## src/hw/rtl/thumb_extension_insn_executor_top_assert.svh

```systemverilog
// ----------------------------------------------------------------------------
// Assertion macros for the Thumb extension instruction executor
// Concurrent property helpers, clocked and held off during reset.
// ----------------------------------------------------------------------------
`ifndef THUMB_EXTENSION_INSN_EXECUTOR_TOP_ASSERT_SVH
`define THUMB_EXTENSION_INSN_EXECUTOR_TOP_ASSERT_SVH

// same-cycle implication
`define TEI_ASSERT_IMP(lbl, clk, rst, ante, cons) \
   lbl: assert property (@(posedge clk) disable iff (rst) (ante) |-> (cons)) \
      else $error("tei: same-cycle property failed");

// next-cycle implication
`define TEI_ASSERT_NXT(lbl, clk, rst, ante, cons) \
   lbl: assert property (@(posedge clk) disable iff (rst) (ante) |=> (cons)) \
      else $error("tei: next-cycle property failed");

`endif

```

## src/hw/rtl/tei_pkg.sv

```systemverilog
// ----------------------------------------------------------------------------
// tei_pkg
// Types and encoding constants for the Thumb extension instruction executor.
// ----------------------------------------------------------------------------
`timescale 1ns / 1ps
`default_nettype none

package tei_pkg;

   typedef enum logic [2:0] {
      KIND_NONE       = 3'd0,
      KIND_SELECT     = 3'd1,
      KIND_BARRIER    = 3'd2,
      KIND_LOOP_START = 3'd3,
      KIND_LOOP_END   = 3'd4
   } kind_type;

   typedef enum logic [3:0] {
      COND_EQ = 4'h0, COND_NE = 4'h1, COND_CS = 4'h2, COND_CC = 4'h3,
      COND_MI = 4'h4, COND_PL = 4'h5, COND_VS = 4'h6, COND_VC = 4'h7,
      COND_HI = 4'h8, COND_LS = 4'h9, COND_GE = 4'hA, COND_LT = 4'hB,
      COND_GT = 4'hC, COND_LE = 4'hD, COND_AL = 4'hE, COND_NV = 4'hF
   } cond_type;

   typedef enum logic [1:0] {
      OP_CSEL  = 2'd0,
      OP_CSINC = 2'd1,
      OP_CSINV = 2'd2,
      OP_CSNEG = 2'd3
   } op_type;

   typedef enum logic [3:0] {
      BAR_DSB = 4'h4,
      BAR_DMB = 4'h5,
      BAR_ISB = 4'h6
   } barrier_type;

   localparam logic [11:0] SEL_HW1_TOP   = 12'hEA5;
   localparam logic [1:0]  SEL_HW2_TOP   = 2'b10;
   localparam logic [15:0] BAR_HW1       = 16'hF3BF;
   localparam logic [7:0]  BAR_HW2_TOP   = 8'h8F;
   localparam logic [11:0] DLS_HW1_TOP   = 12'hF04;
   localparam logic [15:0] DLS_HW2       = 16'hE001;
   localparam logic [15:0] LE_HW1        = 16'hF00F;
   localparam logic [3:0]  LE_HW2_TOP    = 4'hC;
   localparam logic [3:0]  REG_SP        = 4'd13;
   localparam logic [3:0]  REG_PC        = 4'd15;
   localparam logic [3:0]  REG_LR        = 4'd14;
   localparam logic [31:0] INSN_BYTES    = 32'd4;

   typedef struct packed {
      logic [15:0] first_halfword;
      logic [15:0] second_halfword;
      logic [31:0] insn_address;
      logic [3:0]  flags_nzcv;
      logic [31:0] operand_n;
      logic [31:0] operand_m;
      logic [31:0] link_value;
   } req_type;

   typedef struct packed {
      logic        handled;
      kind_type    insn_kind;
      logic        write_enable;
      logic [3:0]  write_index;
      logic [31:0] write_value;
      logic [31:0] next_address;
   } rsp_type;

endpackage

`default_nettype wire

```

## src/hw/rtl/tei_if.sv

```systemverilog
// ----------------------------------------------------------------------------
// tei_if
// Valid/ready channels for instruction requests and execution results.
// ----------------------------------------------------------------------------
`timescale 1ns / 1ps
`default_nettype none

interface tei_req_if;
   logic        valid;
   logic        ready;
   logic [15:0] first_halfword;
   logic [15:0] second_halfword;
   logic [31:0] insn_address;
   logic [3:0]  flags_nzcv;
   logic [31:0] operand_n;
   logic [31:0] operand_m;
   logic [31:0] link_value;

   modport source (
      output valid, first_halfword, second_halfword, insn_address, flags_nzcv,
             operand_n, operand_m, link_value,
      input  ready
   );
   modport sink (
      input  valid, first_halfword, second_halfword, insn_address, flags_nzcv,
             operand_n, operand_m, link_value,
      output ready
   );
endinterface

interface tei_rsp_if;
   logic        valid;
   logic        ready;
   logic        handled;
   logic [2:0]  insn_kind;
   logic        write_enable;
   logic [3:0]  write_index;
   logic [31:0] write_value;
   logic [31:0] next_address;

   modport source (
      output valid, handled, insn_kind, write_enable, write_index, write_value,
             next_address,
      input  ready
   );
   modport sink (
      input  valid, handled, insn_kind, write_enable, write_index, write_value,
             next_address,
      output ready
   );
endinterface

`default_nettype wire

```

## src/hw/rtl/thumb_extension_insn_executor_top.sv

```systemverilog
// Path: a request transfer goes through the input register, then the result
//   register, before the earliest result transfer.
// Throughput: one instruction per cycle while rsp_ch is ready; decode and ALU
//   select sit in a single combinational pass between the two registers.
// Reset: synchronous, active high; clears both valid flags, payload untouched.
// ----------------------------------------------------------------------------
// thumb_extension_insn_executor_top
// Two-register pipeline around the conditional-select / barrier / loop decoder.
// ----------------------------------------------------------------------------
`timescale 1ns / 1ps
`default_nettype none

`include "thumb_extension_insn_executor_top_assert.svh"

module thumb_extension_insn_executor_top (
   input  var logic clock,
   input  var logic reset,
   tei_req_if.sink   req_ch,
   tei_rsp_if.source rsp_ch
);

   logic             s1_valid_ff, s1_valid_in;
   tei_pkg::req_type s1_data_ff, s1_data_in;
   logic             s1_ready;
   logic             s2_valid_ff, s2_valid_in;
   tei_pkg::rsp_type s2_data_ff, s2_data_in;
   logic             s2_ready;
   tei_pkg::rsp_type exec_rsp;

   assign s2_ready = !s2_valid_ff || rsp_ch.ready;
   assign s1_ready = !s1_valid_ff || s2_ready;
   assign req_ch.ready = s1_ready;

   always_comb begin
      s1_valid_in = s1_ready ? req_ch.valid : s1_valid_ff;
      s1_data_in  = s1_data_ff;
      if (req_ch.valid && s1_ready) begin
         s1_data_in.first_halfword  = req_ch.first_halfword;
         s1_data_in.second_halfword = req_ch.second_halfword;
         s1_data_in.insn_address    = req_ch.insn_address;
         s1_data_in.flags_nzcv      = req_ch.flags_nzcv;
         s1_data_in.operand_n       = req_ch.operand_n;
         s1_data_in.operand_m       = req_ch.operand_m;
         s1_data_in.link_value      = req_ch.link_value;
      end
   end

   tei_exec u_exec (
      .req (s1_data_ff),
      .rsp (exec_rsp)
   );

   always_comb begin
      s2_valid_in = s2_ready ? s1_valid_ff : s2_valid_ff;
      s2_data_in  = (s1_valid_ff && s2_ready) ? exec_rsp : s2_data_ff;
   end

   always_ff @(posedge clock) begin
      if (reset) begin
         s1_valid_ff <= 1'b0;
         s2_valid_ff <= 1'b0;
      end else begin
         s1_valid_ff <= s1_valid_in;
         s2_valid_ff <= s2_valid_in;
      end
   end

   always_ff @(posedge clock) begin
      s1_data_ff <= s1_data_in;
      s2_data_ff <= s2_data_in;
   end

   assign rsp_ch.valid        = s2_valid_ff;
   assign rsp_ch.handled      = s2_data_ff.handled;
   assign rsp_ch.insn_kind    = s2_data_ff.insn_kind;
   assign rsp_ch.write_enable = s2_data_ff.write_enable;
   assign rsp_ch.write_index  = s2_data_ff.write_index;
   assign rsp_ch.write_value  = s2_data_ff.write_value;
   assign rsp_ch.next_address = s2_data_ff.next_address;

   // a transfer in lands in the input register
   `TEI_ASSERT_NXT(a_req_lands, clock, reset, req_ch.valid && req_ch.ready, s1_valid_ff)
   // an occupied input register advancing always produces a result
   `TEI_ASSERT_NXT(a_s1_advances, clock, reset, s1_valid_ff && s2_ready, s2_valid_ff)
   // unrecognised instructions never write a register
   `TEI_ASSERT_IMP(a_unhandled_quiet, clock, reset, s2_valid_ff && !s2_data_ff.handled,
      !s2_data_ff.write_enable && (s2_data_ff.insn_kind == tei_pkg::KIND_NONE))
   // loop ops always target LR
   `TEI_ASSERT_IMP(a_loop_lr, clock, reset,
      s2_valid_ff && ((s2_data_ff.insn_kind == tei_pkg::KIND_LOOP_START) ||
                      (s2_data_ff.insn_kind == tei_pkg::KIND_LOOP_END)),
      s2_data_ff.write_enable && (s2_data_ff.write_index == tei_pkg::REG_LR))

endmodule

`default_nettype wire

```

## src/hw/rtl/tei_cond_check.sv

```systemverilog
// ----------------------------------------------------------------------------
// tei_cond_check
// Evaluates a 4-bit condition code against the NZCV flags.
// ----------------------------------------------------------------------------
`timescale 1ns / 1ps
`default_nettype none

module tei_cond_check (
   input  var tei_pkg::cond_type cond,
   input  var logic [3:0]        nzcv,
   output var logic              pass
);

   logic n, z, c, v;

   assign n = nzcv[3];
   assign z = nzcv[2];
   assign c = nzcv[1];
   assign v = nzcv[0];

   always_comb begin
      unique case (cond)
         tei_pkg::COND_EQ: pass = z;
         tei_pkg::COND_NE: pass = !z;
         tei_pkg::COND_CS: pass = c;
         tei_pkg::COND_CC: pass = !c;
         tei_pkg::COND_MI: pass = n;
         tei_pkg::COND_PL: pass = !n;
         tei_pkg::COND_VS: pass = v;
         tei_pkg::COND_VC: pass = !v;
         tei_pkg::COND_HI: pass = c && !z;
         tei_pkg::COND_LS: pass = !c || z;
         tei_pkg::COND_GE: pass = (n == v);
         tei_pkg::COND_LT: pass = (n != v);
         tei_pkg::COND_GT: pass = !z && (n == v);
         tei_pkg::COND_LE: pass = z || (n != v);
         // NV behaves as AL here
         tei_pkg::COND_AL,
         tei_pkg::COND_NV: pass = 1'b1;
         default:          pass = 1'b1;
      endcase
   end

endmodule

`default_nettype wire

```

## src/hw/rtl/tei_exec.sv

```systemverilog
// ----------------------------------------------------------------------------
// tei_exec
// Decodes one registered instruction and forms its register write and next PC.
// ----------------------------------------------------------------------------
`timescale 1ns / 1ps
`default_nettype none

module tei_exec (
   input  var tei_pkg::req_type req,
   output var tei_pkg::rsp_type rsp
);

   logic [15:0] hw1, hw2;
   logic [3:0]  rn, rd, rm;
   logic        rsvd;
   logic        cond_pass;
   logic        sel_hit, bar_hit, dls_hit, le_hit;
   logic [31:0] pc_next_seq;
   logic [31:0] lr_dec;
   logic [31:0] le_offset;
   logic [31:0] le_target;
   logic [31:0] sel_value;
   tei_pkg::barrier_type bar_sub;

   assign hw1 = req.first_halfword;
   assign hw2 = req.second_halfword;
   assign rn  = hw1[3:0];
   assign rd  = hw2[11:8];
   assign rm  = hw2[3:0];

   assign rsvd = (rn == tei_pkg::REG_SP) || (rn == tei_pkg::REG_PC) ||
                 (rd == tei_pkg::REG_SP) || (rd == tei_pkg::REG_PC) ||
                 (rm == tei_pkg::REG_SP) || (rm == tei_pkg::REG_PC);

   tei_cond_check u_cond (
      .cond (tei_pkg::cond_type'(hw2[7:4])),
      .nzcv (req.flags_nzcv),
      .pass (cond_pass)
   );

   assign bar_sub = tei_pkg::barrier_type'(hw2[7:4]);

   assign sel_hit = (hw1[15:4] == tei_pkg::SEL_HW1_TOP) &&
                    (hw2[15:14] == tei_pkg::SEL_HW2_TOP) && !rsvd;
   assign bar_hit = (hw1 == tei_pkg::BAR_HW1) && (hw2[15:8] == tei_pkg::BAR_HW2_TOP) &&
                    ((bar_sub == tei_pkg::BAR_DSB) || (bar_sub == tei_pkg::BAR_DMB) ||
                     (bar_sub == tei_pkg::BAR_ISB));
   assign dls_hit = (hw1[15:4] == tei_pkg::DLS_HW1_TOP) && (hw2 == tei_pkg::DLS_HW2);
   assign le_hit  = (hw1 == tei_pkg::LE_HW1) && (hw2[15:12] == tei_pkg::LE_HW2_TOP);

   assign pc_next_seq = req.insn_address + tei_pkg::INSN_BYTES;
   assign lr_dec      = req.link_value - 32'd1;
   // backward offset: imm10 in bits 11:2, the lone bit in bit 1
   assign le_offset   = {20'd0, hw2[10:1], hw2[11], 1'b0};
   assign le_target   = (lr_dec != 32'd0) ? (pc_next_seq - le_offset) : pc_next_seq;

   always_comb begin
      if (cond_pass) begin
         sel_value = req.operand_n;
      end else begin
         unique case (tei_pkg::op_type'(hw2[13:12]))
            tei_pkg::OP_CSINC: sel_value = req.operand_m + 32'd1;
            tei_pkg::OP_CSINV: sel_value = ~req.operand_m;
            tei_pkg::OP_CSNEG: sel_value = 32'd0 - req.operand_m;
            tei_pkg::OP_CSEL:  sel_value = req.operand_m;
            default:           sel_value = req.operand_m;
         endcase
      end
   end

   always_comb begin
      rsp.handled      = 1'b1;
      rsp.insn_kind    = tei_pkg::KIND_NONE;
      rsp.write_enable = 1'b0;
      rsp.write_index  = 4'd0;
      rsp.write_value  = 32'd0;
      rsp.next_address = pc_next_seq;
      priority if (sel_hit) begin
         rsp.insn_kind    = tei_pkg::KIND_SELECT;
         rsp.write_enable = 1'b1;
         rsp.write_index  = rd;
         rsp.write_value  = sel_value;
      end else if (bar_hit) begin
         rsp.insn_kind    = tei_pkg::KIND_BARRIER;
      end else if (dls_hit) begin
         rsp.insn_kind    = tei_pkg::KIND_LOOP_START;
         rsp.write_enable = 1'b1;
         rsp.write_index  = tei_pkg::REG_LR;
         rsp.write_value  = req.operand_n;
      end else if (le_hit) begin
         rsp.insn_kind    = tei_pkg::KIND_LOOP_END;
         rsp.write_enable = 1'b1;
         rsp.write_index  = tei_pkg::REG_LR;
         rsp.write_value  = lr_dec;
         rsp.next_address = le_target;
      end else begin
         rsp.handled      = 1'b0;
         rsp.next_address = req.insn_address;
      end
   end

endmodule

`default_nettype wire

```

## src/flat_wrapper.sv

```systemverilog
// flat-port wrapper written by rule: the top's interface ports become plain ports
module thumb_extension_insn_executor_top_flat 
  (clock, reset, req_ch_valid, req_ch_first_halfword, req_ch_second_halfword, req_ch_insn_address, req_ch_flags_nzcv, req_ch_operand_n, req_ch_operand_m, req_ch_link_value, req_ch_ready, rsp_ch_valid, rsp_ch_handled, rsp_ch_insn_kind, rsp_ch_write_enable, rsp_ch_write_index, rsp_ch_write_value, rsp_ch_next_address, rsp_ch_ready);
  tei_req_if req_ch_i ();
  tei_rsp_if rsp_ch_i ();
  input  var logic clock;
  input  var logic reset;
  input wire logic [$bits(req_ch_i.valid)-1:0] req_ch_valid;
  input wire logic [$bits(req_ch_i.first_halfword)-1:0] req_ch_first_halfword;
  input wire logic [$bits(req_ch_i.second_halfword)-1:0] req_ch_second_halfword;
  input wire logic [$bits(req_ch_i.insn_address)-1:0] req_ch_insn_address;
  input wire logic [$bits(req_ch_i.flags_nzcv)-1:0] req_ch_flags_nzcv;
  input wire logic [$bits(req_ch_i.operand_n)-1:0] req_ch_operand_n;
  input wire logic [$bits(req_ch_i.operand_m)-1:0] req_ch_operand_m;
  input wire logic [$bits(req_ch_i.link_value)-1:0] req_ch_link_value;
  output wire logic [$bits(req_ch_i.ready)-1:0] req_ch_ready;
  output wire logic [$bits(rsp_ch_i.valid)-1:0] rsp_ch_valid;
  output wire logic [$bits(rsp_ch_i.handled)-1:0] rsp_ch_handled;
  output wire logic [$bits(rsp_ch_i.insn_kind)-1:0] rsp_ch_insn_kind;
  output wire logic [$bits(rsp_ch_i.write_enable)-1:0] rsp_ch_write_enable;
  output wire logic [$bits(rsp_ch_i.write_index)-1:0] rsp_ch_write_index;
  output wire logic [$bits(rsp_ch_i.write_value)-1:0] rsp_ch_write_value;
  output wire logic [$bits(rsp_ch_i.next_address)-1:0] rsp_ch_next_address;
  input wire logic [$bits(rsp_ch_i.ready)-1:0] rsp_ch_ready;
  assign req_ch_i.valid = req_ch_valid;
  assign req_ch_i.first_halfword = req_ch_first_halfword;
  assign req_ch_i.second_halfword = req_ch_second_halfword;
  assign req_ch_i.insn_address = req_ch_insn_address;
  assign req_ch_i.flags_nzcv = req_ch_flags_nzcv;
  assign req_ch_i.operand_n = req_ch_operand_n;
  assign req_ch_i.operand_m = req_ch_operand_m;
  assign req_ch_i.link_value = req_ch_link_value;
  assign req_ch_ready = req_ch_i.ready;
  assign rsp_ch_valid = rsp_ch_i.valid;
  assign rsp_ch_handled = rsp_ch_i.handled;
  assign rsp_ch_insn_kind = rsp_ch_i.insn_kind;
  assign rsp_ch_write_enable = rsp_ch_i.write_enable;
  assign rsp_ch_write_index = rsp_ch_i.write_index;
  assign rsp_ch_write_value = rsp_ch_i.write_value;
  assign rsp_ch_next_address = rsp_ch_i.next_address;
  assign rsp_ch_i.ready = rsp_ch_ready;
  thumb_extension_insn_executor_top u_core (.clock(clock), .reset(reset), .req_ch(req_ch_i), .rsp_ch(rsp_ch_i));
endmodule
```

## config.mk

```make
export PLATFORM = sky130hd
export DESIGN_NAME = thumb_extension_insn_executor_top_flat
export DESIGN_NICKNAME = d
export VERILOG_FILES = /design/src/hw/rtl/tei_pkg.sv /design/src/hw/rtl/tei_if.sv /design/src/hw/rtl/thumb_extension_insn_executor_top.sv /design/src/hw/rtl/tei_cond_check.sv /design/src/hw/rtl/tei_exec.sv /design/src/flat_wrapper.sv
export VERILOG_INCLUDE_DIRS = /design/src /design/src/hw/rtl
export SDC_FILE = /design/constraint.sdc
export NUM_CORES = 1
export LEC_CHECK = 0
export BUFFER_PORTS_ARGS = -buffer_cell sky130_fd_sc_hd__buf_2
export CAP_MARGIN = 25
export CORE_MARGIN = 5
export CORE_UTILIZATION = 50
export DETAILED_ROUTE_END_ITERATION = 10
export MAX_ROUTING_LAYER = met4
export PLACE_DENSITY = 0.77
export SLEW_MARGIN = 40
export SYNTH_ARGS = -nofsm -noshare
export SYNTH_HDL_FRONTEND = slang
export SYNTH_SLANG_ARGS = --single-unit
```

## constraint.sdc

```tcl
create_clock -name clock -period 7.4 [get_ports clock]
set_input_delay 1.11 -clock clock [delete_from_list [all_inputs] [get_ports clock]]
set_output_delay 1.11 -clock clock [all_outputs]
set_load 0.01 [all_outputs]
```

# After elaboration in Yosys (flattened, before gate mapping)
# Index checks and enable logic that the tools add are counted.
# totals
reg_bits	239
inputBits	168
out_inout_bits	75
wordCells	102
# op_classes
addsub	5
eq_ne	34
mux	13
bitwise_logic	1
n_reduce_logical	33
# op_table
operator	count
$mux 32	5
$pmux 32 s4	1
$mux 69	1
$eq 4x4->1 const B	15
$eq 16x16->1 const B	3
$mux 40	1
$mux 39	1
$mux 36	1
$add 32x1->32 const B	1
$add 32x3->32 const B	1
$not 32->32	1
$reduce_bool 32->1	1
$sub 1x32->32 const A	1
$sub 32x1->32 const B	1
$sub 32x12->32	1
$eq 12x12->1 const B	2
$eq 4x3->1 const B	4
$pmux 1 s15	1
$logic_or 1x1->1	11
$logic_and 1x1->1	10
$eq 4x2->1 const B	2
$eq 8x8->1 const B	1
$logic_not 1->1	7
$eq 2x2->1 const B	3
10 further kinds	10

# Longest topological paths before layout
# logic_depth
ltp_word	9
mapped_depth	15
depth_no_buf	14

# By module
# Synthesis repeated with hierarchy kept, for this count alone.
# hier_totals
hier_cells	1164
area_unflattened_um2	12883.6
# by_module_without_submodules
mod	instances	cells_per_inst	area_per_inst_um2	seq_area_each_um2
thumb_extension_insn_executor_top	1	247	7220.7	7156.9
tei_exec	1	888	5461.5	0.0
tei_cond_check	1	29	201.4	0.0

# Worst setup path after synthesis
# No wires, ideal clock.
# synth_timing
path_kind	input to register
from	in rsp_ch_ready
to	reg u_core.s1_data_ff[0] (netlist bit), enable pin
setup_ns	0.545
arrival_ns	5.085
required_ns	6.855
slack_ns	1.771
stages	3
path_buffers	0
cell_sequence	nor2b_1 > nand2_1 > and2_1
# synth_between
elab_chain_len	3
# synth_rtl
item	line_no	rtl
start, declared	flat_wrapper.sv:24	input wire logic [$bits(rsp_ch_i.ready)-1:0] rsp_ch_ready;
$logic_or 1x1->1	thumb_extension_insn_executor_top.sv:30	assign s2_ready = !s2_valid_ff || rsp_ch.ready;
$logic_or 1x1->1	thumb_extension_insn_executor_top.sv:31	assign s1_ready = !s1_valid_ff || s2_ready;
net req_ch_ready	flat_wrapper.sv:16	output wire logic [$bits(req_ch_i.ready)-1:0] req_ch_ready;
$logic_and 1x1->1	thumb_extension_insn_executor_top.sv:37	if (req_ch.valid && s1_ready) begin
end signal, assigned	thumb_extension_insn_executor_top.sv:69	s1_data_ff <= s1_data_in;
end, declared	thumb_extension_insn_executor_top.sv:23	tei_pkg::req_type s1_data_ff, s1_data_in;
# The timed path passes the listed nets, and every way through them passes these cells.
# A chain may end at the register's enable or synchronous reset.

==> impl_metrics.env <==
export IMPL_drive_gt1_frac=0.237
export IMPL_cts_root_buf="clkbuf_16"
export IMPL_num_vias=9916
export IMPL_cap_violations=0
export IMPL_p_clk_frac=0.383
export IMPL_nNetsFinal=1529
export IMPL_place_congestion=0.968
export IMPL_dp_final_hpwl_um=25500
export IMPL_cts_made_buffers=26
export IMPL_holdWs_ns=0.429
export IMPL_grt_max_degree=84
export IMPL_io_pins=243
export IMPL_portBuffers=242
export IMPL_final_hold_viol_count=0
export IMPL_layout_common_cells="242 x buf_2, 237 x edfxtp_1, 107 x nand2_1, 89 x nor2_1, 78 x xnor2_1"
export IMPL_cp_cell_sequence="ha_1 > xor2_1 > ha_1 > o21ai_0 > a21oi_1 > o31ai_1 > a21oi_1 > a221oi_1 > nand3_1 > nor2_2 > mux2i_1 > o32ai_1 > xor2_1"
export IMPL_path_delay_family="compound AO/OA/AOI/OAI gates"
export IMPL_ant_nets=0
export IMPL_sw_frac_of_total=0.240
export IMPL_netlist_instances=1109
export IMPL_tns_ns=0
export IMPL_clock_sinks=239
export IMPL_die_w_um=168
export IMPL_slew_headroom=0.440
export IMPL_power_switching_w=0.000757
export IMPL_fin_skew_ns=0.0141
export IMPL_synth_edf_count=237
export IMPL_power_frac_comb=0.096
export IMPL_cts_resized=0
export IMPL_netlist_area_mm2=0.0126
export IMPL_clk_pin_slew_ns=0.06
export IMPL_die_h_um=168
export IMPL_critPathMaxStageDelay_ns=0.55
export IMPL_crit_path_start_kind="register"
export IMPL_outcome="completed"
export IMPL_hold_buffers=0
export IMPL_async_reset_ff_frac=0
export IMPL_track_usage=0.246
export IMPL_yosys_register_bits=239
export IMPL_drc=0
export IMPL_wl_um=34900
export IMPL_min_path_type="register to register"
export IMPL_coreArea_mm2=0.0250
export IMPL_seqPwrFrac=0.521
export IMPL_synth_ff_type="edfxtp_1"
export IMPL_grt_pass1_vias=9702
export IMPL_setup_violations_final=0
export IMPL_grt_antenna_before_repair=4
export IMPL_rows=58
export IMPL_peakVddDrop_mv=0.192
export IMPL_synth_fp_nets=1294
export IMPL_syn_avg_cell_area_um2=11.3
export IMPL_final_common_cell="buf_2"
export IMPL_worstPathArrival_ns=4.23
export IMPL_power_density_mw_per_mm2=212
export IMPL_intPower_w=0.00240
export IMPL_fmax_ghz=0.253
export IMPL_fin_crit_ns=3.96
export IMPL_route_top_layer_used="met4"
export IMPL_crit_slowest_cell="a221oi_1"
export IMPL_synthToLayoutAreaGrowth_pct=18.6
export IMPL_wl_met2_um=16900
export IMPL_wire_per_inst_um=20.6
export IMPL_ys_warn_count=0
export IMPL_final_max_slew_viol_count=0
export IMPL_wl_met1_um=13800
export IMPL_synthDistinctLibCells=79
export IMPL_wl_met3_um=2980
export IMPL_cp_buffers_inverters=0
export IMPL_via_per_inst=5.85
export IMPL_grt_pass1_wl_um=53500
export IMPL_die_area_mm2=0.0284
export IMPL_worstSkewPairLatency_ns=0.54
export IMPL_drt_iter0_drc=1029
export IMPL_final_area_mm2=0.0149
export IMPL_clock_path_buffers=3
export IMPL_grt_ovfl_total=0
export IMPL_seq_area_frac_synth=0.570
export IMPL_timing_final_crit_share=0.535
export IMPL_first_pass_iters=5
export IMPL_p_leak_nw=5.47
export IMPL_path_class="register to register"
export IMPL_h_tree_depth=1
export IMPL_grt_setup_unrepaired="false"
export IMPL_postCtsSetupBuffers=0
export IMPL_worst_pin_slew_ns=0.833
export IMPL_cts_tree="done"
export IMPL_worst_setup_path_end_kind="register"
export IMPL_critPathMaxFanout=7
export IMPL_required_ns=7.67
export IMPL_start_util=0.503
export IMPL_post_route_util=0.597
export IMPL_dpl_instance_area_mm2=0.0141
[Yosys cell counts (12+ instances only)]
cell,count,share of area
edfxtp_1,237,0.57
nand2_1,107,0.032
nor2_1,89,0.027
xnor2_1,78,0.054
a21oi_1,64,0.026
nand3_1,48,0.019
o21ai_0,43,0.017
nor3_1,38,0.015
clkbuf_1,35,0.010
xor2_1,35,0.024
inv_1,33,0.0099
o221ai_1,25,0.017
or3_1,23,0.011
and3_1,22,0.011
nor4_1,18,0.0090
ha_1,16,0.016
nand4_1,15,0.0075
or4_1,12,0.0072
[final cells by class]
class,count,area [µm²]
fill,2082,10100
sequential,239,7160
multi-input combinational,793,5110
timing repair buffer,251,1290
clock buffer,29,683
tap,330,413
inverter,33,124
clock inverter,16,103
antenna,4,10.0
[stage by stage]
stage               setup slack (ns)  instances  total power [W]
floorplan                       1.77       1109          0.00184
global placement                3.45       1645          0.00196
detailed placement              3.58       1646          0.00197
CTS                             3.54       1691          0.00318
global route                    3.22       1695          0.00327
finish                          3.44       1695          0.00315
[kinds of logic (layout without fill, tap and decap cells)]
family | after synthesis | after routing | synth area share
AO/OA/AOI/OAI | 208 | 208 | 0.107
adder cells (fa/ha/maj) | 17 | 17 | 0.0175
AND/OR/NAND/NOR | 446 | 446 | 0.194
XOR/XNOR | 113 | 113 | 0.0788
flip-flops | 239 | 239 | 0.570
buffers and inverters | 77 | 329 | 0.0254
other | 0 | 4 | 0
multiplexers | 9 | 9 | 0.00717
[routing by layer]
| layer | vias up | GRT usage |
|---|---|---|
| li1 | 4660 | - |
| met3 | 73 | 0.0390 |
| met4 | 0 | 0.0783 |
| met2 | 494 | 0.404 |
| met1 | 4689 | 0.316 |
| met5 | - | - |
[power groups by stage]
stage / clock network, W / registers, W / logic (W)
after floorplan: 0 / 0.00166 / 0.000182
after global placement: 0 / 0.00167 / 0.000295
after detailed placement: 0 / 0.00167 / 0.000301
after CTS: 0.00123 / 0.00164 / 0.000303
after global routing: 0.00129 / 0.00165 / 0.000333
final: 0.00121 / 0.00164 / 0.000303
[final timing paths]
path                                         start                                        to  slack, ns  depth (start not counted)
setup / recovery  u_core.s1_data_ff[102]$_DFFE_PP_  u_core.rsp_ch.next_address[23]$_DFFE_PP_       3.44                         13
hold / removal    u_core.s1_data_ff[100]$_DFFE_PP_   u_core.rsp_ch.next_address[0]$_DFFE_PP_       0.43                          0
setup reg to reg  u_core.s1_data_ff[102]$_DFFE_PP_  u_core.rsp_ch.next_address[23]$_DFFE_PP_       3.44                         13
hold reg to reg   u_core.s1_data_ff[100]$_DFFE_PP_   u_core.rsp_ch.next_address[0]$_DFFE_PP_       0.43                          0
[flip-flops by register name (all words and copies together) (netlist names)]
name                        count
u_core.s1_data_ff             164
u_core.rsp_ch.next_address     32
u_core.rsp_ch.write_value      32
u_core.rsp_ch.write_index       4
u_core.rsp_ch.insn_kind         3
u_core.rsp_ch.handled           1
u_core.rsp_ch.valid             1
u_core.rsp_ch.write_enable      1
u_core.s1_valid_ff              1
(Power assumes the default switching activity.)
